**config.mk**
```make
export PLATFORM = sky130hd
export DESIGN_NAME = can_frame_stuff_crc15_flat
export DESIGN_NICKNAME = d
export VERILOG_FILES = /design/src/rtl/can_fs_pkg.sv /design/src/rtl/can_fs_if.sv /design/src/rtl/can_fs_shifter.sv /design/src/rtl/can_fs_stuffer.sv /design/src/rtl/can_frame_stuff_crc15.sv /design/src/flat_wrapper.sv
export SDC_FILE = /design/constraint.sdc
export NUM_CORES = 1
export LEC_CHECK = 0
export BUFFER_PORTS_ARGS = -buffer_cell sky130_fd_sc_hd__buf_4
export CAP_MARGIN = 20
export CORE_MARGIN = 5
export CORE_UTILIZATION = 35
export CTS_BUF_LIST = sky130_fd_sc_hd__clkbuf_8
export CTS_CLUSTER_DIAMETER = 120
export DETAILED_ROUTE_END_ITERATION = 7
export HOLD_SLACK_MARGIN = 0.1
export PLACE_DENSITY = 0.57
export RECOVER_POWER = 50
export REMOVE_ABC_BUFFERS = 1
export SKIP_CTS_REPAIR_TIMING = 1
export SYNTH_ARGS = -nofsm -noshare
export SYNTH_HDL_FRONTEND = slang
export SYNTH_SLANG_ARGS = --single-unit
```
**constraint.sdc**
```tcl
create_clock -name clock -period 3.5 [get_ports clock]
set_input_delay 0.175 -clock clock [delete_from_list [all_inputs] [get_ports clock]]
set_output_delay 0.175 -clock clock [all_outputs]
set_load 0.05 [all_outputs]
```
**src/rtl/can_fs_pkg.sv**
```systemverilog
// shared types, constants and helpers for the can frame stuffing block
package can_fs_pkg;

   localparam int FrameBits    = 39;
   localparam int StdBits      = 19;
   localparam int ByteBits     = 8;
   localparam int MaxBytes     = 8;
   localparam int CountWidth   = $clog2(FrameBits + 1);
   localparam int CrcWidth     = 15;
   localparam int IdWidth      = 29;
   localparam int DlcWidth     = 4;
   localparam int RunWidth     = 3;
   localparam int StuffRun     = 5;

   localparam logic [CrcWidth-1:0] CrcPoly = 15'h4599;

   localparam logic MODE_HEADER = 1'b0;
   localparam logic MODE_DATA   = 1'b1;

   localparam logic STATUS_OK         = 1'b0;
   localparam logic STATUS_UNEXPECTED = 1'b1;

   typedef enum logic [1:0] {
      ST_IDLE,
      ST_SEND,
      ST_STUFF
   } state_type;

   typedef enum logic [1:0] {
      OP_HOLD,
      OP_CLEAR,
      OP_PUSH,
      OP_STUFF
   } stuff_op_type;

   typedef struct packed {
      stuff_op_type op;
      logic         bit_value;
   } stuff_cmd_type;

   typedef struct packed {
      logic                need_stuff;
      logic                run_value;
      logic [CrcWidth-1:0] crc;
      logic [CrcWidth-1:0] crc_next;
   } stuff_status_type;

   typedef struct packed {
      logic                  load;
      logic                  shift;
      logic [FrameBits-1:0]  load_bits;
      logic [CountWidth-1:0] load_count;
   } shift_cmd_type;

   typedef struct packed {
      logic msb;
      logic last;
      logic empty;
   } shift_status_type;

   // left aligned header bits, sof first
   function automatic logic [FrameBits-1:0] header_bits(
      input logic [IdWidth-1:0]  id,
      input logic                ext,
      input logic                rtr,
      input logic [DlcWidth-1:0] dlc
   );
      logic [FrameBits-1:0] bits;
      if (ext) begin
         bits = {1'b0, id[28:18], 2'b11, id[17:0], rtr, 2'b00, dlc};
      end else begin
         bits = {1'b0, id[10:0], rtr, 2'b00, dlc, {(FrameBits - StdBits){1'b0}}};
      end
      return bits;
   endfunction

endpackage

```
**src/rtl/can_fs_if.sv**
```systemverilog
// valid/ready channel interfaces for frame requests and line bit responses
interface can_fs_req_if;
   logic        valid;
   logic        ready;
   logic        mode;
   logic [28:0] identifier;
   logic        extended_format;
   logic        remote_request;
   logic [3:0]  length_code;
   logic [7:0]  data_byte;

   modport source (
      output valid, mode, identifier, extended_format, remote_request, length_code,
             data_byte,
      input  ready
   );
   modport sink (
      input  valid, mode, identifier, extended_format, remote_request, length_code,
             data_byte,
      output ready
   );
endinterface

interface can_fs_rsp_if;
   logic        valid;
   logic        ready;
   logic        line_bit;
   logic        is_stuff_bit;
   logic        last_of_run;
   logic        frame_done;
   logic [14:0] crc_value;
   logic        status;

   modport source (
      output valid, line_bit, is_stuff_bit, last_of_run, frame_done, crc_value, status,
      input  ready
   );
   modport sink (
      input  valid, line_bit, is_stuff_bit, last_of_run, frame_done, crc_value, status,
      output ready
   );
endinterface

```
**src/rtl/can_fs_shifter.sv**
```systemverilog
// frame bit source: loadable shift register with remaining bit count
module can_fs_shifter
   import can_fs_pkg::*;
(
   input  logic             clock,
   input  logic             reset,
   input  shift_cmd_type    cmd,
   output shift_status_type status
);

   logic [FrameBits-1:0]  shift_ff;
   logic [FrameBits-1:0]  shift_in;
   logic [CountWidth-1:0] count_ff;
   logic [CountWidth-1:0] count_in;

   always_comb begin
      shift_in = shift_ff;
      count_in = count_ff;
      if (cmd.load) begin
         shift_in = cmd.load_bits;
         count_in = cmd.load_count;
      end else if (cmd.shift) begin
         shift_in = {shift_ff[FrameBits-2:0], 1'b0};
         count_in = count_ff - CountWidth'(1);
      end
   end

   always_ff @(posedge clock) begin
      shift_ff <= shift_in;
      if (reset) begin
         count_ff <= '0;
      end else begin
         count_ff <= count_in;
      end
   end

   assign status.msb   = shift_ff[FrameBits-1];
   assign status.last  = (count_ff == CountWidth'(1));
   assign status.empty = (count_ff == '0);

   property p_no_shift_when_empty;
      @(posedge clock) disable iff (reset)
         (cmd.shift && !cmd.load) |-> (count_ff != '0);
   endproperty
   a_no_shift_when_empty: assert property (p_no_shift_when_empty)
      else $error("shift requested with no bits left");

   property p_count_bound;
      @(posedge clock) disable iff (reset)
         count_ff <= CountWidth'(FrameBits);
   endproperty
   a_count_bound: assert property (p_count_bound)
      else $error("bit count beyond frame length");

   property p_shift_counts_down;
      @(posedge clock) disable iff (reset)
         (cmd.shift && !cmd.load) |=> (count_ff == $past(count_ff) - CountWidth'(1));
   endproperty
   a_shift_counts_down: assert property (p_shift_counts_down)
      else $error("bit count did not step down");

endmodule

```
**src/rtl/can_fs_stuffer.sv**
```systemverilog
// shared stuffing and crc-15 unit, one line bit per command
module can_fs_stuffer
   import can_fs_pkg::*;
(
   input  logic             clock,
   input  logic             reset,
   input  stuff_cmd_type    cmd,
   output stuff_status_type status
);

   logic                run_value_ff;
   logic                run_value_in;
   logic [RunWidth-1:0] run_length_ff;
   logic [RunWidth-1:0] run_length_in;
   logic [CrcWidth-1:0] crc_ff;
   logic [CrcWidth-1:0] crc_in;
   logic [CrcWidth-1:0] crc_step;
   logic [RunWidth-1:0] run_step;

   always_comb begin
      crc_step = {crc_ff[CrcWidth-2:0], 1'b0};
      if (crc_ff[CrcWidth-1] ^ cmd.bit_value) begin
         crc_step = crc_step ^ CrcPoly;
      end
      if (run_length_ff != '0 && cmd.bit_value == run_value_ff) begin
         run_step = run_length_ff + RunWidth'(1);
      end else begin
         run_step = RunWidth'(1);
      end
   end

   always_comb begin
      run_value_in  = run_value_ff;
      run_length_in = run_length_ff;
      crc_in        = crc_ff;
      case (cmd.op)
         OP_CLEAR: begin
            run_value_in  = 1'b0;
            run_length_in = '0;
            crc_in        = '0;
         end
         OP_PUSH: begin
            run_value_in  = cmd.bit_value;
            run_length_in = run_step;
            crc_in        = crc_step;
         end
         OP_STUFF: begin
            run_value_in  = ~run_value_ff;
            run_length_in = RunWidth'(1);
         end
         default: begin
         end
      endcase
   end

   always_ff @(posedge clock) begin
      if (reset) begin
         run_value_ff  <= 1'b0;
         run_length_ff <= '0;
         crc_ff        <= '0;
      end else begin
         run_value_ff  <= run_value_in;
         run_length_ff <= run_length_in;
         crc_ff        <= crc_in;
      end
   end

   assign status.need_stuff = (run_step >= RunWidth'(StuffRun));
   assign status.run_value  = run_value_ff;
   assign status.crc        = crc_ff;
   assign status.crc_next   = crc_step;

   property p_stuff_after_run;
      @(posedge clock) disable iff (reset)
         (cmd.op == OP_STUFF) |-> (run_length_ff == RunWidth'(StuffRun));
   endproperty
   a_stuff_after_run: assert property (p_stuff_after_run)
      else $error("stuff bit without a full run");

   property p_run_bound;
      @(posedge clock) disable iff (reset)
         run_length_ff <= RunWidth'(StuffRun);
   endproperty
   a_run_bound: assert property (p_run_bound)
      else $error("run longer than the stuffing limit");

   property p_crc_hold_on_stuff;
      @(posedge clock) disable iff (reset)
         (cmd.op == OP_STUFF) |=> (crc_ff == $past(crc_ff));
   endproperty
   a_crc_hold_on_stuff: assert property (p_crc_hold_on_stuff)
      else $error("crc changed on a stuff bit");

endmodule

```
**src/rtl/can_frame_stuff_crc15.sv**
```systemverilog
// top level: classical can frame builder with bit stuffing and crc-15
// A header transaction produces SOF, identifier, control bits and DLC (19 line bits for
// a standard frame, 39 for an extended one) plus any stuff bits; each data byte
// transaction produces 8 to 10 line bits. One line bit leaves per cycle through the single
// stuffing/CRC unit, except while the response side stalls; accepting a transaction gives
// no line bit itself. Requests are taken only when the block is idle and its response
// register is free. A data byte with no open frame returns one response with status set.
// The CRC covers the unstuffed bits from SOF to the end of the data field and is reported
// with frame_done on the last line bit of the frame, which may be a stuff bit.
module can_frame_stuff_crc15
   import can_fs_pkg::*;
(
   input  logic                clock,
   input  logic                reset,
   can_fs_req_if.sink          req_if,
   can_fs_rsp_if.source        rsp_if
);

   state_type            state_ff;
   state_type            state_in;
   logic [DlcWidth-1:0]  bytes_left_ff;
   logic [DlcWidth-1:0]  bytes_left_in;
   logic                 frame_open_ff;
   logic                 frame_open_in;
   logic                 done_ff;
   logic                 done_in;

   logic                 rsp_valid_ff;
   logic                 line_bit_ff;
   logic                 is_stuff_bit_ff;
   logic                 last_of_run_ff;
   logic                 frame_done_ff;
   logic [CrcWidth-1:0]  crc_value_ff;
   logic                 status_ff;

   logic                 rsp_load;
   logic                 line_bit_in;
   logic                 is_stuff_bit_in;
   logic                 last_of_run_in;
   logic                 frame_done_in;
   logic [CrcWidth-1:0]  crc_value_in;
   logic                 status_in;

   logic                 slot_free;
   logic                 req_accept;
   logic [DlcWidth-1:0]  dlc_bytes;

   shift_cmd_type        shift_cmd;
   shift_status_type     shift_status;
   stuff_cmd_type        stuff_cmd;
   stuff_status_type     stuff_status;

   can_fs_shifter u_shifter (
      .clock  (clock),
      .reset  (reset),
      .cmd    (shift_cmd),
      .status (shift_status)
   );

   can_fs_stuffer u_stuffer (
      .clock  (clock),
      .reset  (reset),
      .cmd    (stuff_cmd),
      .status (stuff_status)
   );

   assign slot_free     = !rsp_valid_ff || rsp_if.ready;
   assign req_if.ready  = (state_ff == ST_IDLE) && slot_free;
   assign req_accept    = req_if.valid && req_if.ready;
   assign dlc_bytes     = (req_if.length_code > DlcWidth'(MaxBytes)) ?
                          DlcWidth'(MaxBytes) : req_if.length_code;

   always_comb begin
      state_in        = state_ff;
      bytes_left_in   = bytes_left_ff;
      frame_open_in   = frame_open_ff;
      done_in         = done_ff;
      shift_cmd       = '0;
      stuff_cmd.op    = OP_HOLD;
      stuff_cmd.bit_value = shift_status.msb;
      rsp_load        = 1'b0;
      line_bit_in     = 1'b0;
      is_stuff_bit_in = 1'b0;
      last_of_run_in  = 1'b0;
      frame_done_in   = 1'b0;
      crc_value_in    = '0;
      status_in       = STATUS_OK;
      case (state_ff)
         ST_IDLE: begin
            if (req_accept) begin
               if (req_if.mode == MODE_HEADER) begin
                  shift_cmd.load      = 1'b1;
                  shift_cmd.load_bits = header_bits(req_if.identifier,
                                                    req_if.extended_format,
                                                    req_if.remote_request,
                                                    req_if.length_code);
                  shift_cmd.load_count = req_if.extended_format ?
                                         CountWidth'(FrameBits) : CountWidth'(StdBits);
                  stuff_cmd.op    = OP_CLEAR;
                  bytes_left_in   = req_if.remote_request ? '0 : dlc_bytes;
                  frame_open_in   = (bytes_left_in != '0);
                  done_in         = !frame_open_in;
                  state_in        = ST_SEND;
               end else if (frame_open_ff && bytes_left_ff != '0) begin
                  shift_cmd.load       = 1'b1;
                  shift_cmd.load_bits  = {req_if.data_byte, {(FrameBits - ByteBits){1'b0}}};
                  shift_cmd.load_count = CountWidth'(ByteBits);
                  bytes_left_in   = bytes_left_ff - DlcWidth'(1);
                  done_in         = (bytes_left_in == '0);
                  frame_open_in   = !done_in;
                  state_in        = ST_SEND;
               end else begin
                  rsp_load        = 1'b1;
                  last_of_run_in  = 1'b1;
                  status_in       = STATUS_UNEXPECTED;
               end
            end
         end
         ST_SEND: begin
            if (slot_free) begin
               stuff_cmd.op    = OP_PUSH;
               shift_cmd.shift = 1'b1;
               rsp_load        = 1'b1;
               line_bit_in     = shift_status.msb;
               last_of_run_in  = shift_status.last && !stuff_status.need_stuff;
               frame_done_in   = last_of_run_in && done_ff;
               crc_value_in    = frame_done_in ? stuff_status.crc_next : '0;
               if (stuff_status.need_stuff) begin
                  state_in = ST_STUFF;
               end else if (shift_status.last) begin
                  state_in = ST_IDLE;
               end
            end
         end
         ST_STUFF: begin
            if (slot_free) begin
               stuff_cmd.op    = OP_STUFF;
               rsp_load        = 1'b1;
               line_bit_in     = ~stuff_status.run_value;
               is_stuff_bit_in = 1'b1;
               last_of_run_in  = shift_status.empty;
               frame_done_in   = last_of_run_in && done_ff;
               crc_value_in    = frame_done_in ? stuff_status.crc : '0;
               state_in        = shift_status.empty ? ST_IDLE : ST_SEND;
            end
         end
         default: begin
            state_in = ST_IDLE;
         end
      endcase
   end

   always_ff @(posedge clock) begin
      if (reset) begin
         state_ff      <= ST_IDLE;
         bytes_left_ff <= '0;
         frame_open_ff <= 1'b0;
         done_ff       <= 1'b0;
         rsp_valid_ff  <= 1'b0;
      end else begin
         state_ff      <= state_in;
         bytes_left_ff <= bytes_left_in;
         frame_open_ff <= frame_open_in;
         done_ff       <= done_in;
         if (rsp_load) begin
            rsp_valid_ff <= 1'b1;
         end else if (rsp_if.ready) begin
            rsp_valid_ff <= 1'b0;
         end
      end
   end

   always_ff @(posedge clock) begin
      if (rsp_load) begin
         line_bit_ff     <= line_bit_in;
         is_stuff_bit_ff <= is_stuff_bit_in;
         last_of_run_ff  <= last_of_run_in;
         frame_done_ff   <= frame_done_in;
         crc_value_ff    <= crc_value_in;
         status_ff       <= status_in;
      end
   end

   assign rsp_if.valid        = rsp_valid_ff;
   assign rsp_if.line_bit     = line_bit_ff;
   assign rsp_if.is_stuff_bit = is_stuff_bit_ff;
   assign rsp_if.last_of_run  = last_of_run_ff;
   assign rsp_if.frame_done   = frame_done_ff;
   assign rsp_if.crc_value    = crc_value_ff;
   assign rsp_if.status       = status_ff;

   property p_send_has_bits;
      @(posedge clock) disable iff (reset)
         (state_ff == ST_SEND) |-> !shift_status.empty;
   endproperty
   a_send_has_bits: assert property (p_send_has_bits)
      else $error("send state with no bits left");

   property p_done_is_last;
      @(posedge clock) disable iff (reset)
         (rsp_valid_ff && frame_done_ff) |-> last_of_run_ff;
   endproperty
   a_done_is_last: assert property (p_done_is_last)
      else $error("frame done on a response that is not the last");

   property p_error_response_clean;
      @(posedge clock) disable iff (reset)
         (rsp_valid_ff && status_ff == STATUS_UNEXPECTED) |->
            (last_of_run_ff && !line_bit_ff && !frame_done_ff && crc_value_ff == '0);
   endproperty
   a_error_response_clean: assert property (p_error_response_clean)
      else $error("error response carries frame fields");

   property p_frame_state_consistent;
      @(posedge clock) disable iff (reset)
         frame_open_ff == (bytes_left_ff != '0);
   endproperty
   a_frame_state_consistent: assert property (p_frame_state_consistent)
      else $error("open frame flag disagrees with byte count");

endmodule
```
**src/flat_wrapper.sv**
```systemverilog
// flat-port wrapper written by rule: the top's interface ports become plain ports
module can_frame_stuff_crc15_flat import can_fs_pkg::*;
  (clock, reset, req_if_valid, req_if_mode, req_if_identifier, req_if_extended_format, req_if_remote_request, req_if_length_code, req_if_data_byte, req_if_ready, rsp_if_valid, rsp_if_line_bit, rsp_if_is_stuff_bit, rsp_if_last_of_run, rsp_if_frame_done, rsp_if_crc_value, rsp_if_status, rsp_if_ready);
  can_fs_req_if req_if_i ();
  can_fs_rsp_if rsp_if_i ();
  input  logic clock;
  input  logic reset;
  input wire logic [$bits(req_if_i.valid)-1:0] req_if_valid;
  input wire logic [$bits(req_if_i.mode)-1:0] req_if_mode;
  input wire logic [$bits(req_if_i.identifier)-1:0] req_if_identifier;
  input wire logic [$bits(req_if_i.extended_format)-1:0] req_if_extended_format;
  input wire logic [$bits(req_if_i.remote_request)-1:0] req_if_remote_request;
  input wire logic [$bits(req_if_i.length_code)-1:0] req_if_length_code;
  input wire logic [$bits(req_if_i.data_byte)-1:0] req_if_data_byte;
  output wire logic [$bits(req_if_i.ready)-1:0] req_if_ready;
  output wire logic [$bits(rsp_if_i.valid)-1:0] rsp_if_valid;
  output wire logic [$bits(rsp_if_i.line_bit)-1:0] rsp_if_line_bit;
  output wire logic [$bits(rsp_if_i.is_stuff_bit)-1:0] rsp_if_is_stuff_bit;
  output wire logic [$bits(rsp_if_i.last_of_run)-1:0] rsp_if_last_of_run;
  output wire logic [$bits(rsp_if_i.frame_done)-1:0] rsp_if_frame_done;
  output wire logic [$bits(rsp_if_i.crc_value)-1:0] rsp_if_crc_value;
  output wire logic [$bits(rsp_if_i.status)-1:0] rsp_if_status;
  input wire logic [$bits(rsp_if_i.ready)-1:0] rsp_if_ready;
  assign req_if_i.valid = req_if_valid;
  assign req_if_i.mode = req_if_mode;
  assign req_if_i.identifier = req_if_identifier;
  assign req_if_i.extended_format = req_if_extended_format;
  assign req_if_i.remote_request = req_if_remote_request;
  assign req_if_i.length_code = req_if_length_code;
  assign req_if_i.data_byte = req_if_data_byte;
  assign req_if_ready = req_if_i.ready;
  assign rsp_if_valid = rsp_if_i.valid;
  assign rsp_if_line_bit = rsp_if_i.line_bit;
  assign rsp_if_is_stuff_bit = rsp_if_i.is_stuff_bit;
  assign rsp_if_last_of_run = rsp_if_i.last_of_run;
  assign rsp_if_frame_done = rsp_if_i.frame_done;
  assign rsp_if_crc_value = rsp_if_i.crc_value;
  assign rsp_if_status = rsp_if_i.status;
  assign rsp_if_i.ready = rsp_if_ready;
  can_frame_stuff_crc15 u_core (.clock(clock), .reset(reset), .req_if(req_if_i), .rsp_if(rsp_if_i));
endmodule
```
==> run metrics <==
outcome finished, final reports clean; final hold violation count 0; Die Ht 125.4 µm; drt drc 0; Layout Skew 0.01460 ns; Seq/Total Area, Yosys 52.62%; IO Port Bufs 69; YS warnings 0; initial antenna violation count 0; f_max 360.2 MHz; Logic pwr share 38.5%; total CTS buffers 9; global-route wire length before repair 17.57 mm; reg2reg path depth 8; Routed WL 10.53 mm; CTS max path bufs 2; CTS tree yes; flop-to-flop setup slack 0.72 ns; Clock Pin Slew Worst Setup and Hold Paths 0.09 ns; Vias 3577; CTS H-tree depth 3; worst hold path cell count 2; # diodes 0; die width 125.4 µm; root buffer cell clkbuf_8; initial core utilization 35.48%; Crit path depth 8; Slew Limit Fails 0; min-delay src req_if_identifier[8]; IO Count 70; EDFF count, synth 59; worst slew pin tran 1.115 ns; worst-path fanout max 28; Worst path slowest cell clkbuf_1; drt via density 5.117; max-cap violation count 0; vias in the first global route 3535; synthesized area per cell 10.74 µm²; Sw Pwr 1.625 mW; clk sinks 93; family with the most delay on the worst path buffers and inverters; GRT Residual Overflow 0; CP startpoint kind flip-flop; PwrDens 760.5 nW/µm²; DIE AREA 15720 µm²; Worst Path Buf+Inv 2; total iterations of the first detailed-routing run 6; pin count of the biggest net entering global routing 35; drt initial violations 350; sequential share of power 41.6%; WP data required 3.80 ns; Synth Register Bits 93; Sw Share 37.60%; crit-path cells inv_1, ha_1, nor3b_1, o21ai_0, nand2_1, clkbuf_1, o311ai_0, a21oi_1; relative slew slack 25.69%; Pint 2.697 mW; worst-skew pair later-pin latency 0.37 ns; Setup-failing EPs final 0; layout cells sized above 1 17.02%; Clock power frac 20.0%; Mapped Area 4661 µm²; RePlAce Congestion 0.7733; GRT Overall Usage 13.63%; post-synthesis cell type count 62; Post-DP Area 5344 µm²; RSZ-0062 raised after global routing false; pre-CTS setup slack 0.7768 ns; ys async rst share 0%; Worst EP arrival 3.08 ns; detailed placer's ending HPWL 7.332 mm; synth cell count leaders edfxtp_1, nor2_1, dfxtp_1, nand2_1, a21oi_1; LEAKAGE 2.118 nW; fin crit share 79.32%; reg2reg start u_core.bytes_left_ff[1]; worst hold endpoint u_core.u_shifter.shift_ff[15]; Syn-to-layout area delta 21.93%; CP Capture Type flip-flop; Final nets 579; Largest stage delay, worst path 0.82 ns; DR WL/cell 15.07 µm; post-synth top area share 38.01%; Core Area 13140 µm²; RR Endpoint u_core.u_shifter.count_ff[4]; synthesized instance count 434; Rows 42; ys flop type edfxtp_1; Worst VDD drop 0.3706 mV; cell taking the most area after synthesis edfxtp_1; hold crit path type in -> reg; Final WS setup 0.7239 ns; crit path kind reg -> reg; largest cells by area after synthesis edfxtp_1, dfxtp_1, a22oi_1; most frequent cell after synthesis edfxtp_1; fin area 5683 µm²; Final ANT Viol Nets 0; Period minus WS final 2.776 ns
layer usage:
layer	GRT usage [%]	up-vias	part of all wire [%]
met1	17.93	1686	47
met2	21.58	118	46
met4	3.827	0	0.44
met5	0	-	0
li1	-	1769	-
met3	4.563	4	6.1
metrics by stage:
| stage | cells | setup TNS [ns] | utilization [%] | hold WS, ns | power, mW |
|---|---|---|---|---|---|
| 4_1_cts | 679 | 0 | 42.50 | 0.05504 | 4.416 |
| 6_report | 699 | 0 | 43.26 | 0.1124 | 4.322 |
| 3_5_place_dp | 663 | 0 | 40.68 | 0.4701 | 3.542 |
| 2_1_floorplan | 411 | -0.07844 | - | 0.2441 | 3.018 |
| 3_3_place_gp | 663 | 0 | 40.68 | 0.4696 | 3.510 |
| 5_1_grt | 699 | 0 | 43.26 | 0.1025 | 4.598 |
logic make-up (layout without fill, tap and decap cells):
kind of cell / count (synthesis) / after routing / synth area share, %
simple gates: 130 / 130 / 14.87
compound gates: 128 / 128 / 20.00
flops: 93 / 93 / 52.62
buf+inv: 51 / 140 / 4.886
fa+ha+maj: 13 / 13 / 3.490
xor+xnor: 11 / 11 / 2.390
mux: 8 / 8 / 1.745
area by class of cell:
cell class	count	area, µm²
flip-flops and latches	93	2452
fillers	1303	7455
clock buffers	10	137.6
clock inverters	6	102.6
repair buffers	96	688.2
multi-input cells	290	1977
well taps	176	220.2
inverters	28	105.1
power groups by stage:
stage | clock [mW] | sequential, mW | combinational [mW]
2_1_floorplan | 0 | 2.08 | 0.940
3_3_place_gp | 0 | 1.81 | 1.70
3_5_place_dp | 0 | 1.82 | 1.72
4_1_cts | 0.892 | 1.80 | 1.72
5_1_grt | 0.936 | 1.83 | 1.83
6_report | 0.864 | 1.80 | 1.66
how the worst max path moves through the flow:
stage | startpoint | to | slack [ns]
finish | u_core.bytes_left_ff[1] | u_core.u_shifter.count_ff[4] | 0.72
global route | u_core.bytes_left_ff[1] | u_core.u_shifter.count_ff[4] | 0.46
CTS | u_core.state_ff[0] | u_core.u_stuffer.crc_ff[14] | 0.74
detailed placement | u_core.state_ff[0] | u_core.u_stuffer.crc_ff[14] | 0.78
global placement | u_core.state_ff[0] | u_core.u_stuffer.crc_ff[14] | 0.86
floorplan | u_core.bytes_left_ff[0] | u_core.u_shifter.count_ff[2] | -0.08
sequential cells by signal (all words and copies together) (netlist names), 2 cells and up:
signal	count
u_core.rsp_if.crc_value	15
u_core.u_shifter.shift_ff	39
u_core.bytes_left_ff	4
u_core.state_ff	2
u_core.u_stuffer.run_length_ff	3
u_core.u_shifter.count_ff	6
u_core.u_stuffer.crc_ff	15
cell usage in the layout (no fill, tap or decap), types with 7 or more instances in the layout:
| master | count |
|---|---|
| a21oi_1 | 28 |
| a222oi_1 | 8 |
| a22o_1 | 19 |
| a22oi_1 | 25 |
| buf_4 | 54 |
| clkbuf_1 | 22 |
| clkbuf_8 | 10 |
| dfxtp_1 | 34 |
| dlygate4sd3_1 | 20 |
| edfxtp_1 | 59 |
| ha_1 | 13 |
| inv_1 | 29 |
| mux2i_1 | 7 |
| nand2_1 | 32 |
| nor2_1 | 44 |
| nor2b_1 | 19 |
| o21ai_0 | 14 |
| xor2_1 | 7 |
(Power assumes the default switching activity.)
